[src/hdl/lrs16k_pkg.sv]
// Package for the linear resampler to 16 kHz: constants, command and status types.
// Used by lrs16k_ctrl, lrs16k_dp and the top level. No dependencies.
`default_nettype none

package lrs16k_pkg;

	localparam int SAMPLE_BITS_DEF = 16;
	localparam int RATE_W          = 18;
	localparam int PHASE_W         = 18;
	// phase while it is used as an interpolation weight stays below 16000
	localparam int PHM_W           = 14;

	localparam logic [RATE_W-1:0] OUT_RATE       = 18'd16000;
	localparam logic [RATE_W-1:0] MIN_RATE       = 18'd8000;
	localparam logic [RATE_W-1:0] MAX_RATE       = 18'd192000;
	localparam logic [RATE_W-1:0] LOW_RATE_LIMIT = 18'd1000;

	// 16000 = 2^7 * 125: arithmetic shift first, then divide by 125
	localparam int PRE_SHIFT = 7;
	localparam int DIV_BASE  = 125;
	localparam int REM_W     = 7;

	// divide-by-125 unit works on 24-bit digits of the dividend, MSB first
	localparam int CHUNK_W   = 24;
	localparam int CHUNK_RED = 91;      // 2^24 mod 125
	localparam int CHUNK_QUO = 134217;  // 2^24 div 125
	localparam int VW        = 25;      // partial dividend: 91*rem + digit
	localparam int RECIP_W   = 26;
	localparam logic [RECIP_W-1:0] RECIP = 26'd34359739;  // ceil(2^32 / 125)
	localparam int RECIP_SHIFT = 32;
	localparam int PROD_W    = VW + RECIP_W;
	localparam int QD_W      = PROD_W - RECIP_SHIFT;

	typedef struct packed {
		logic take_first;  // store first sample, no output
		logic take_cur;    // latch current sample, start interpolation
		logic skip_item;   // no output for this item, phase drops by 16000
		logic mul;         // diff * phase
		logic ofs;         // shift and bias, load divider
		logic div_a;       // divider: partial dividend and reciprocal product
		logic div_b;       // divider: quotient digit and remainder
		logic emit;        // load output register
		logic last;        // emitted word ends the item
	} lrs16k_cmd_t;

	typedef struct packed {
		logic have_prev;
		logic phase_wrap;  // phase >= 16000
		logic step_lt;     // phase + rate < 16000
		logic slot_free;   // output register can take a word
	} lrs16k_sts_t;

endpackage

`default_nettype wire

[src/hdl/lrs16k_ctrl.sv]
// Controller state machine of the linear resampler: sequences multiply, bias,
// digit divider and output load. Depends on lrs16k_pkg.
`default_nettype none

module lrs16k_ctrl #(
	parameter int SAMPLE_BITS = lrs16k_pkg::SAMPLE_BITS_DEF
) (
	input  wire logic                      clk,
	input  wire logic                      arst_n,
	input  wire logic                      in_valid,
	output logic                           in_ready,
	input  wire lrs16k_pkg::lrs16k_sts_t   sts,
	output lrs16k_pkg::lrs16k_cmd_t        cmd
);
	import lrs16k_pkg::*;

	localparam int UW    = SAMPLE_BITS + 8;
	localparam int ND    = (UW + CHUNK_W - 1) / CHUNK_W;
	localparam int CNT_W = (ND > 1) ? $clog2(ND) : 1;

	typedef enum logic [2:0] {
		S_IDLE,
		S_MUL,
		S_OFS,
		S_DIVA,
		S_DIVB,
		S_EMIT
	} state_t;

	state_t             state_q, state_d;
	logic [CNT_W-1:0]   cnt_q, cnt_d;
	logic               second_q, second_d;

	always_comb begin
		cmd      = '0;
		state_d  = state_q;
		cnt_d    = cnt_q;
		second_d = second_q;
		in_ready = (state_q == S_IDLE);
		unique case (state_q)
			S_IDLE: begin
				if (in_valid) begin
					if (!sts.have_prev) begin
						cmd.take_first = 1'b1;
					end else if (sts.phase_wrap) begin
						cmd.skip_item = 1'b1;
					end else begin
						cmd.take_cur = 1'b1;
						second_d     = 1'b0;
						state_d      = S_MUL;
					end
				end
			end
			S_MUL: begin
				cmd.mul = 1'b1;
				state_d = S_OFS;
			end
			S_OFS: begin
				cmd.ofs = 1'b1;
				cnt_d   = '0;
				state_d = S_DIVA;
			end
			S_DIVA: begin
				cmd.div_a = 1'b1;
				state_d   = S_DIVB;
			end
			S_DIVB: begin
				cmd.div_b = 1'b1;
				if (cnt_q == CNT_W'(ND - 1)) begin
					state_d = S_EMIT;
				end else begin
					cnt_d   = cnt_q + 1'b1;
					state_d = S_DIVA;
				end
			end
			S_EMIT: begin
				if (sts.slot_free) begin
					cmd.emit = 1'b1;
					cmd.last = second_q || !sts.step_lt;
					if (cmd.last) begin
						state_d = S_IDLE;
					end else begin
						second_d = 1'b1;
						state_d  = S_MUL;
					end
				end
			end
			default: begin
				state_d = S_IDLE;
			end
		endcase
	end

	always_ff @(posedge clk or negedge arst_n) begin
		if (!arst_n) begin
			state_q  <= S_IDLE;
			cnt_q    <= '0;
			second_q <= 1'b0;
		end else begin
			state_q  <= state_d;
			cnt_q    <= cnt_d;
			second_q <= second_d;
		end
	end

endmodule

`default_nettype wire

[src/hdl/lrs16k_dp.sv]
// Datapath of the linear resampler: sample and phase state, rate register,
// interpolation multiply, digit-serial divide by 125, output register. Uses lrs16k_pkg.
`default_nettype none

module lrs16k_dp #(
	parameter int SAMPLE_BITS = lrs16k_pkg::SAMPLE_BITS_DEF
) (
	input  wire logic                               clk,
	input  wire logic                               arst_n,
	input  wire lrs16k_pkg::lrs16k_cmd_t            cmd,
	output lrs16k_pkg::lrs16k_sts_t                 sts,
	input  wire logic signed [SAMPLE_BITS-1:0]      in_sample,
	input  wire logic                               cfg_we,
	input  wire logic [lrs16k_pkg::RATE_W-1:0]      cfg_wdata,
	output logic                                    out_valid,
	input  wire logic                               out_ready,
	output logic signed [SAMPLE_BITS-1:0]           out_sample,
	output logic                                    last_of_run
);
	import lrs16k_pkg::*;

	localparam int NUM_W = SAMPLE_BITS + 15;
	localparam int UW    = SAMPLE_BITS + 8;
	localparam int ND    = (UW + CHUNK_W - 1) / CHUNK_W;
	localparam int UPW   = ND * CHUNK_W;
	localparam int QW    = SAMPLE_BITS + 1;
	// bias that makes the shifted product non-negative; equals 125 * 2^SAMPLE_BITS
	localparam logic [UW-1:0] U_OFS = UW'(DIV_BASE) << SAMPLE_BITS;
	localparam logic [SAMPLE_BITS+1:0] Y_OFS = {2'b01, {SAMPLE_BITS{1'b0}}};

	logic                          have_prev_q;
	logic [PHASE_W-1:0]            phase_q;
	logic [RATE_W-1:0]             eff_rate_q;
	logic                          out_valid_q;
	logic signed [SAMPLE_BITS-1:0] prev_q, cur_q, out_sample_q;
	logic                          last_q;
	logic signed [NUM_W-1:0]       num_q;
	logic [UPW-1:0]                upad_q, q_q;
	logic [REM_W-1:0]              r_q;
	logic [VW-1:0]                 v_q;
	logic [PROD_W-1:0]             prod_q;

	logic [RATE_W-1:0]             eff_new;
	logic [PHASE_W:0]              phase_sum;
	logic signed [SAMPLE_BITS:0]   diff;
	logic signed [PHM_W:0]         ph_m;
	logic signed [SAMPLE_BITS+15:0] mul_full;
	logic signed [NUM_W-1:0]       num_sh, u_sum;
	logic [UW-1:0]                 u;
	logic [CHUNK_W-1:0]            chunk, digit;
	logic [VW-1:0]                 v_next, qd_x, rem;
	logic [QD_W-1:0]               qd;
	logic signed [SAMPLE_BITS+1:0] y_full;

	always_comb begin
		if (cfg_wdata <= LOW_RATE_LIMIT) begin
			eff_new = OUT_RATE;
		end else if (cfg_wdata < MIN_RATE) begin
			eff_new = MIN_RATE;
		end else if (cfg_wdata > MAX_RATE) begin
			eff_new = MAX_RATE;
		end else begin
			eff_new = cfg_wdata;
		end
	end

	assign phase_sum = {1'b0, phase_q} + {1'b0, eff_rate_q};

	// interpolation product: (cur - prev) * phase, phase < 16000 here
	assign diff     = $signed({cur_q[SAMPLE_BITS-1], cur_q}) -
	                  $signed({prev_q[SAMPLE_BITS-1], prev_q});
	assign ph_m     = $signed({1'b0, phase_q[PHM_W-1:0]});
	assign mul_full = diff * ph_m;

	// floor(num / 16000) = floor((floor(num / 128) + bias) / 125) - 2^SAMPLE_BITS
	assign num_sh = num_q >>> PRE_SHIFT;
	assign u_sum  = num_sh + $signed({{(NUM_W-UW){1'b0}}, U_OFS});
	assign u      = u_sum[UW-1:0];

	// one 24-bit digit per pass; remainder below 125 carries into the next digit
	assign chunk  = upad_q[UPW-1 -: CHUNK_W];
	assign v_next = VW'(r_q) * VW'(CHUNK_RED) + VW'(chunk);
	assign qd     = prod_q[PROD_W-1:RECIP_SHIFT];
	assign qd_x   = VW'(qd) * VW'(DIV_BASE);
	assign rem    = v_q - qd_x;
	assign digit  = CHUNK_W'(r_q) * CHUNK_W'(CHUNK_QUO) + CHUNK_W'(qd);

	assign y_full = $signed({{2{prev_q[SAMPLE_BITS-1]}}, prev_q}) +
	                $signed({1'b0, q_q[QW-1:0]}) - $signed(Y_OFS);

	always_ff @(posedge clk or negedge arst_n) begin
		if (!arst_n) begin
			have_prev_q <= 1'b0;
			phase_q     <= '0;
			eff_rate_q  <= OUT_RATE;
			out_valid_q <= 1'b0;
		end else begin
			if (cmd.take_first) begin
				have_prev_q <= 1'b1;
			end
			if (cmd.skip_item) begin
				phase_q <= phase_q - OUT_RATE;
			end
			if (cmd.emit) begin
				out_valid_q <= 1'b1;
				if (cmd.last) begin
					phase_q <= phase_sum[PHASE_W-1:0] - OUT_RATE;
				end else begin
					phase_q <= phase_sum[PHASE_W-1:0];
				end
			end else if (out_ready) begin
				out_valid_q <= 1'b0;
			end
			// rate change restarts the stream
			if (cfg_we && (eff_new != eff_rate_q)) begin
				eff_rate_q  <= eff_new;
				have_prev_q <= 1'b0;
				phase_q     <= '0;
			end
		end
	end

	always_ff @(posedge clk) begin
		if (cmd.take_first || cmd.skip_item) begin
			prev_q <= in_sample;
		end else if (cmd.emit && cmd.last) begin
			prev_q <= cur_q;
		end
		if (cmd.take_cur) begin
			cur_q <= in_sample;
		end
		if (cmd.mul) begin
			num_q <= mul_full[NUM_W-1:0];
		end
		if (cmd.ofs) begin
			upad_q <= UPW'(u);
			q_q    <= '0;
			r_q    <= '0;
		end else if (cmd.div_b) begin
			upad_q <= upad_q << CHUNK_W;
			q_q    <= (q_q << CHUNK_W) | UPW'(digit);
			r_q    <= rem[REM_W-1:0];
		end
		if (cmd.div_a) begin
			v_q    <= v_next;
			prod_q <= PROD_W'(v_next) * PROD_W'(RECIP);
		end
		if (cmd.emit) begin
			out_sample_q <= y_full[SAMPLE_BITS-1:0];
			last_q       <= cmd.last;
		end
	end

	assign sts.have_prev  = have_prev_q;
	assign sts.phase_wrap = (phase_q >= OUT_RATE);
	assign sts.step_lt    = (phase_sum < {1'b0, OUT_RATE});
	assign sts.slot_free  = !out_valid_q || out_ready;

	assign out_valid   = out_valid_q;
	assign out_sample  = out_sample_q;
	assign last_of_run = last_q;

`ifndef SYNTHESIS
	a_phase_range: assert property (@(posedge clk) disable iff (!arst_n)
		phase_q < MAX_RATE)
		else $error("phase out of range");

	a_rate_range: assert property (@(posedge clk) disable iff (!arst_n)
		(eff_rate_q >= MIN_RATE) && (eff_rate_q <= MAX_RATE))
		else $error("effective rate out of range");

	a_emit_phase: assert property (@(posedge clk) disable iff (!arst_n)
		cmd.emit |-> (phase_q < OUT_RATE))
		else $error("word emitted with phase past interval");

	a_rem_range: assert property (@(posedge clk) disable iff (!arst_n)
		cmd.div_b |-> (r_q < REM_W'(DIV_BASE)))
		else $error("divider remainder not below 125");

	a_start_ok: assert property (@(posedge clk) disable iff (!arst_n)
		cmd.take_cur |-> (have_prev_q && (phase_q < OUT_RATE)))
		else $error("interpolation started without valid state");
`endif

endmodule

`default_nettype wire

[src/hdl/linear_resampler_to_16k_top.sv]
// Each output word runs through S_MUL, S_OFS, the digit divider (S_DIVA, S_DIVB) and
// S_EMIT, with ND = ceil((SAMPLE_BITS + 8) / 24) passes of the digit divider.
// A sample that yields words holds in_ready low from acceptance until its last word
// is loaded into the output register, including any wait on out_ready; one that
// yields none keeps in_ready high. The shared divide-by-125 unit serves the words in
// turn, so no new sample is taken while one is in progress. Asynchronous reset
// restores 16000 Hz, clears phase and sample history and empties the output register.
`default_nettype none

module linear_resampler_to_16k_top #(
	parameter int SAMPLE_BITS = lrs16k_pkg::SAMPLE_BITS_DEF
) (
	input  wire logic                          clk,
	input  wire logic                          arst_n,
	input  wire logic                          in_valid,
	output logic                               in_ready,
	input  wire logic signed [SAMPLE_BITS-1:0] in_sample,
	output logic                               out_valid,
	input  wire logic                          out_ready,
	output logic signed [SAMPLE_BITS-1:0]      out_sample,
	output logic                               last_of_run,
	input  wire logic                          cfg_we,
	input  wire logic [lrs16k_pkg::RATE_W-1:0] cfg_wdata
);
	import lrs16k_pkg::*;

	lrs16k_cmd_t cmd;
	lrs16k_sts_t sts;

	lrs16k_ctrl #(
		.SAMPLE_BITS (SAMPLE_BITS)
	) u_ctrl (
		.clk      (clk),
		.arst_n   (arst_n),
		.in_valid (in_valid),
		.in_ready (in_ready),
		.sts      (sts),
		.cmd      (cmd)
	);

	lrs16k_dp #(
		.SAMPLE_BITS (SAMPLE_BITS)
	) u_dp (
		.clk         (clk),
		.arst_n      (arst_n),
		.cmd         (cmd),
		.sts         (sts),
		.in_sample   (in_sample),
		.cfg_we      (cfg_we),
		.cfg_wdata   (cfg_wdata),
		.out_valid   (out_valid),
		.out_ready   (out_ready),
		.out_sample  (out_sample),
		.last_of_run (last_of_run)
	);

endmodule

`default_nettype wire
[config.mk]
export PLATFORM = sky130hd
export DESIGN_NAME = linear_resampler_to_16k_top
export DESIGN_NICKNAME = d
export VERILOG_FILES = /design/src/hdl/lrs16k_pkg.sv /design/src/hdl/lrs16k_ctrl.sv /design/src/hdl/lrs16k_dp.sv /design/src/hdl/linear_resampler_to_16k_top.sv
export SDC_FILE = /design/constraint.sdc
export NUM_CORES = 2
export LEC_CHECK = 0
export ABC_CLOCK_PERIOD_IN_PS = 20600
export BUFFER_PORTS_ARGS = -buffer_cell sky130_fd_sc_hd__clkbuf_2
export CAP_MARGIN = 25
export CORE_MARGIN = 2
export CORE_UTILIZATION = 30
export CTS_CLUSTER_DIAMETER = 50
export DETAILED_ROUTE_END_ITERATION = 6
export PLACE_DENSITY = 0.42
export RECOVER_POWER = 50
export SLEW_MARGIN = 5
export SYNTH_ARGS = -nofsm -noshare
export SYNTH_HDL_FRONTEND = slang
export SYNTH_SLANG_ARGS = --single-unit
[constraint.sdc]
create_clock -name clk -period 20.6 [get_ports clk]
set_input_delay 6.18 -clock clk [delete_from_list [all_inputs] [get_ports clk]]
set_output_delay 6.18 -clock clk [all_outputs]
set_load 0.01 [all_outputs]
# Word level (Yosys, flattened, before mapping)
# Index checks and enable logic that the tools add are counted.
# Widths: inputs -> output; s select.
# classes
n_mux,42
n_reduce_logical,17
mul,5
n_addsub,11
n_lt_le_gt_ge,5
eq_ne,11
# op_table
op,n
$mux 18,7
$mul 25x26->51 const B,1
$mux 24,2
$sub 18x14->18 const B,2
$add 16x16->16,2
$mux 16,2
$mul 17x15->31,1
$add 14x24->25,1
$add 24x24->24 const B,1
$mux 3,7
$add 18x18->19,1
$lt 19x14->1 const B,1
$mul 19x7->7 const B,1
$ge 18x14->1 const B,1
$gt 18x18->1 const B,1
$le 18x10->1 const B,1
$lt 18x13->1 const B,1
$mul 7x18->16 const B,1
$mux 1,18
$ne 18x18->1,1
$pmux 3 s6,1
$sub 16x16->17,1
$sub 16x1->16 const B,1
$mul 7x7->14 const B,1
17 further kinds,34
# word_totals
input_bits,39
output_inout_bits,19
regBits,228
word_cells,108

# Logic depth before layout (Yosys ltp)
# depth
depth_word,9
mapped_depth,41
ltp_nobuf,41

# By module
# From an unflattened synthesis, not the netlist that was laid out.
# hier_totals
cells_unflattened,3361
hier_area_um2,32346.0
# by_module_without_submodules
mod,area_per_inst_um2,n_inst,seq_area_each_um2,cells_per_inst
lrs16k_dp,32057.0,1,5022.3,3328
lrs16k_ctrl,289.0,1,100.1,33

# Least setup slack after synthesis
# No wires, ideal clock.
# synth_timing
kind,register to register
startpoint,register u_dp.r_q[4]
endpoint,"register u_dp.prod_q[47], data pin"
t_required_ns,20.326
t_arrival_ns,9.931
path_slack_ns,10.396
stages_incl_launch_ff,38
synth_period_minus_slack_ns,10.204
setup_time_ns,0.274
n_path_buf,0
path_cell_list,dfxtp_1 > ha_1 > inv_1 > fa_1 > fa_1 > fa_1 > inv_1 > ha_1 > inv_1 > o21bai_1 > a211oi_1 > o31a_1 > a21oi_1 > a21o_1 > nand2_1 > xnor2_1 > inv_1 > fa_1 > [... 2 more ...] > ha_1 > fa_1 > fa_1 > fa_1 > inv_1 > fa_1 > inv_1 > ha_1 > a21o_1 > a211oi_1 > nand2_1 > and3_1 > a41oi_1 > o31ai_1 > a211oi_1 > nor2_1 > o41ai_1 > xor2_1
# synth_via
elab_chain_len,3
# synth_rtl
element,line,text
start: declaration,lrs16k_dp.sv:39,logic [REM_W-1:0] r_q;
start signal: assignment,lrs16k_dp.sv:142,r_q <= rem[REM_W-1:0];
$mul 7x7->14,lrs16k_dp.sv:82,assign v_next = VW'(r_q) * VW'(CHUNK_RED) + VW'(chunk);
$add 14x24->25,lrs16k_dp.sv:82,
$mul 25x26->51,lrs16k_dp.sv:146,prod_q <= PROD_W'(v_next) * PROD_W'(RECIP);
end signal: assignment,lrs16k_dp.sv:146,
end: declaration,lrs16k_dp.sv:41,logic [PROD_W-1:0] prod_q;
# Every way passes these cells.
# A chain may end at the register's enable or synchronous reset.

# Final worst setup path
# Ends and elaborated chain as after synthesis.

==> metrics.txt <==
number of clock sinks=185; worst-path maximum fanout=9; most frequent cells in the layout=705 x sky130_fd_sc_hd__inv_1, 477 x sky130_fd_sc_hd__ha_1, 465 x sky130_fd_sc_hd__fa_1, 242 x sky130_fd_sc_hd__nand2_1, 120 x sky130_fd_sc_hd__edfxtp_1; die width=328 um; global router's overall resource usage=16.9%; number of synthesized flops with an enable pin=120; Total Neg Setup Slack=0 ns; fin nets=4,264; via count of the first global-routing pass=23,200; Slowest cell on crit path=sky130_fd_sc_hd__dfxtp_1; wire length of the first global-routing pass=138 mm; area added between synthesis and finish=8.48%; achievable frequency=0.0871 GHz; final cycle utilization of the critical path=55.7%; flop and latch count out of synthesis=185; Least-Margin Pin Slew=2.81 ns; violated checks=max-capacitance violations, max-slew violations; Die Outline Area=108,000 um2; area inside the core boundary=104,000 um2; number of buffers on the longest clock path=2; critical path class=register to register; number of buffers inserted during clock tree synthesis=17; 1st-pass router iterations=5; post-CTS setup repair buffer count=0; antenna viol nets, final=0; compound-cell area share of the yosys netlist=9.13%; total overflow reported by the global router=0; Max-Cap Viols=3; setup repair after global routing missed its margin=no; post-detail-place hpwl=72.9 mm; clock slew seen by the registers of the worst setup and hold paths=0.08 ns; pins over their slew limit=93; endpoints failing setup=0; cell seen most often among critical-path stages=sky130_fd_sc_hd__fa_1; initial antenna violation count=3; kind of launch point of the worst setup path=register; required time at the worst-slack endpoint=20.84 ns; data arrival time of the critical path=11.72 ns; largest net degree at the start of global routing=43; # resized after CTS=0; via count=21,700; die height=328 um; worst-case clock skew=0.0158 ns; Root Buffer=sky130_fd_sc_hd__clkbuf_16; Slowest Stage Delay on Critical Path=0.60 ns; H-Tree Level Count=4; number of distinct standard cells referenced by the synthesized netlist=86; fraction of the mapped netlist area in adder cells=48.5%; IO buf count=57; post-cts hold buffer count=0; flip-flop cell with the highest count after synthesis=sky130_fd_sc_hd__edfxtp_1; clk_lat worst skew=0.50 ns; synthesized area=31,500 um2; main combinational cell family by area after synthesis=adder cells; Hold/Removal Path Class=register to register; simple-gate share of the synthesized area=10.9%; share of cells above drive strength 1=5.40%; run status=complete, but fails checks; Setup crit end kind=register; DRC viols=0; tightest slew margin relative to the limit=-87.4%; number of instances in the synthesized netlist=3,235; final wirelength=87.7 mm; post-synthesis sequential area ratio=16.3%; post-synth net total=4,216; share of synthesized area spent on multiplexers=0.774%; Top Ports=58; global placement routability congestion=0.846; Core Util, Final=32.9%; minimum clock period after layout=11.48 ns; Core Rows=118; effective utilization at floorplan=30.4%; Final Hold Violating Endpoints=0; parity-gate share of the synthesized area counting xor and xnor cells=4.96%; warning count from the yosys run=0; Avg Vias per Cell=4.63; routed length per placed instance=18.7 um; total of fill cells in the finished design=10,700; async set-reset flop share out of synthesis=22.7%; syn_area_per_cell=9.74 um2; CTS tree=built; number of design-rule violations left by the first detailed-router iteration=977; leading cell type in the layout, fill and taps excluded=sky130_fd_sc_hd__inv_1
[final timing paths]
kind,from,end,slack (ns),cells past startpoint
max,u_dp.r_q[4],u_dp.prod_q[47],9.12,36
min,u_dp.q_q[3],u_dp.q_q[3],0.49,1
max reg2reg,u_dp.r_q[4],u_dp.prod_q[47],9.12,36
min reg2reg,u_dp.q_q[3],u_dp.q_q[3],0.49,1
max in group asynchronous,arst_n,u_ctrl.state_q[1],12.32,2
min in group asynchronous,arst_n,u_dp.eff_rate_q[14],6.66,2
[worst max-delay path, delay by kind of cell, from the launching register on]
family	cells	cell delay (ns)
xor+xnor	2	0.64
buf+inv	6	0.51
compound gates	11	3.18
simple gates	4	0.47
flops	1	0.60
fa+ha+maj	13	5.79
[registers in the layout, indices dropped and copies added, names as in the netlist, 6 cells and up]
register / cells
u_dp.chunk: 24
u_dp.cur_q: 16
u_dp.eff_rate_q: 18
u_dp.num_q: 24
u_dp.out_sample: 16
u_dp.phase_q: 18
u_dp.prev_q: 16
u_dp.prod_q: 17
u_dp.q_q: 16
u_dp.r_q: 7
u_dp.v_q: 6
[metrics by stage]
step / instance area (um2) / instances / hold slack (ns) / setup slack (ns)
final: 34200 / 4677 / 0.492 / 9.12
after global routing: 34200 / 4676 / 0.516 / 8.35
after CTS: 34300 / 4676 / 0.498 / 9.00
after detailed placement: 33700 / 4644 / 0.478 / 8.99
after global placement: 33600 / 4642 / 0.475 / 9.03
after floorplan: 31500 / 3235 / 0.449 / 10.40
[logic make-up (layout without fill, tap and decap cells)]
| logic type | count (synthesis) | in the layout |
|---|---|---|
| muxes | 22 | 22 |
| adders and majority gates | 942 | 942 |
| DFF | 185 | 185 |
| buffers and inverters | 787 | 848 |
| xor gates and xnor gates | 177 | 177 |
| and+or+nand+nor | 691 | 691 |
| other | 0 | 1 |
| AOI/OAI and AO/OA | 431 | 431 |
[synthesized netlist by cell type (all sizes together), types with 6 or more instances]
cell / count / share of area, %
nor3: 37 / 0.59
o211ai: 25 / 0.60
dfstp: 6 / 0.50
inv: 705 / 8.4
o41ai: 7 / 0.22
edfxtp: 120 / 11
a21oi: 110 / 1.8
nand2b: 14 / 0.28
a31oi: 19 / 0.38
and2: 114 / 2.3
nand2: 242 / 2.9
a211oi: 22 / 0.56
nand4: 10 / 0.20
dfrtp: 36 / 2.9
buf: 11 / 0.23
clkbuf: 71 / 0.85
xnor2: 111 / 3.1
o21ai: 84 / 1.3
o31ai: 8 / 0.19
nor2b: 33 / 0.66
xor2: 65 / 1.8
nor4: 19 / 0.44
dfxtp: 23 / 1.5
mux2: 19 / 0.68
a22o: 19 / 0.53
ha: 477 / 19
or3: 9 / 0.18
fa: 465 / 30
a21boi: 7 / 0.17
nand3: 41 / 0.67
o21bai: 17 / 0.41
nor2: 105 / 1.3
o21a: 13 / 0.31
a311oi: 10 / 0.28
a21o: 44 / 1.0
and3: 38 / 0.75
or2: 12 / 0.24
[final cells by class]
type	instances	area, um2	share of cell area (%)
diodes	1	2.50	0.00732
well taps	1380	1730	5.05
clock buffers	17	425	1.24
inverters	705	2650	7.74
clock inverters	15	154	0.450
multi-input cells	2263	23500	68.6
flip-flops and latches	185	5120	15.0
repair buffers	111	643	1.88
[routing by layer]
metal	part of all wire (%)	vias up	GRT usage (%)
met5	0	-	0
met4	1.9	0	3.62
met3	2.5	55	2.19
met2	48	247	28.4
met1	48	10800	23.3
li1	-	10600	-
Power is left out: the tool's default activity adds up to more than one toggle a clock period on the data nets, which glitch-free logic cannot reach.
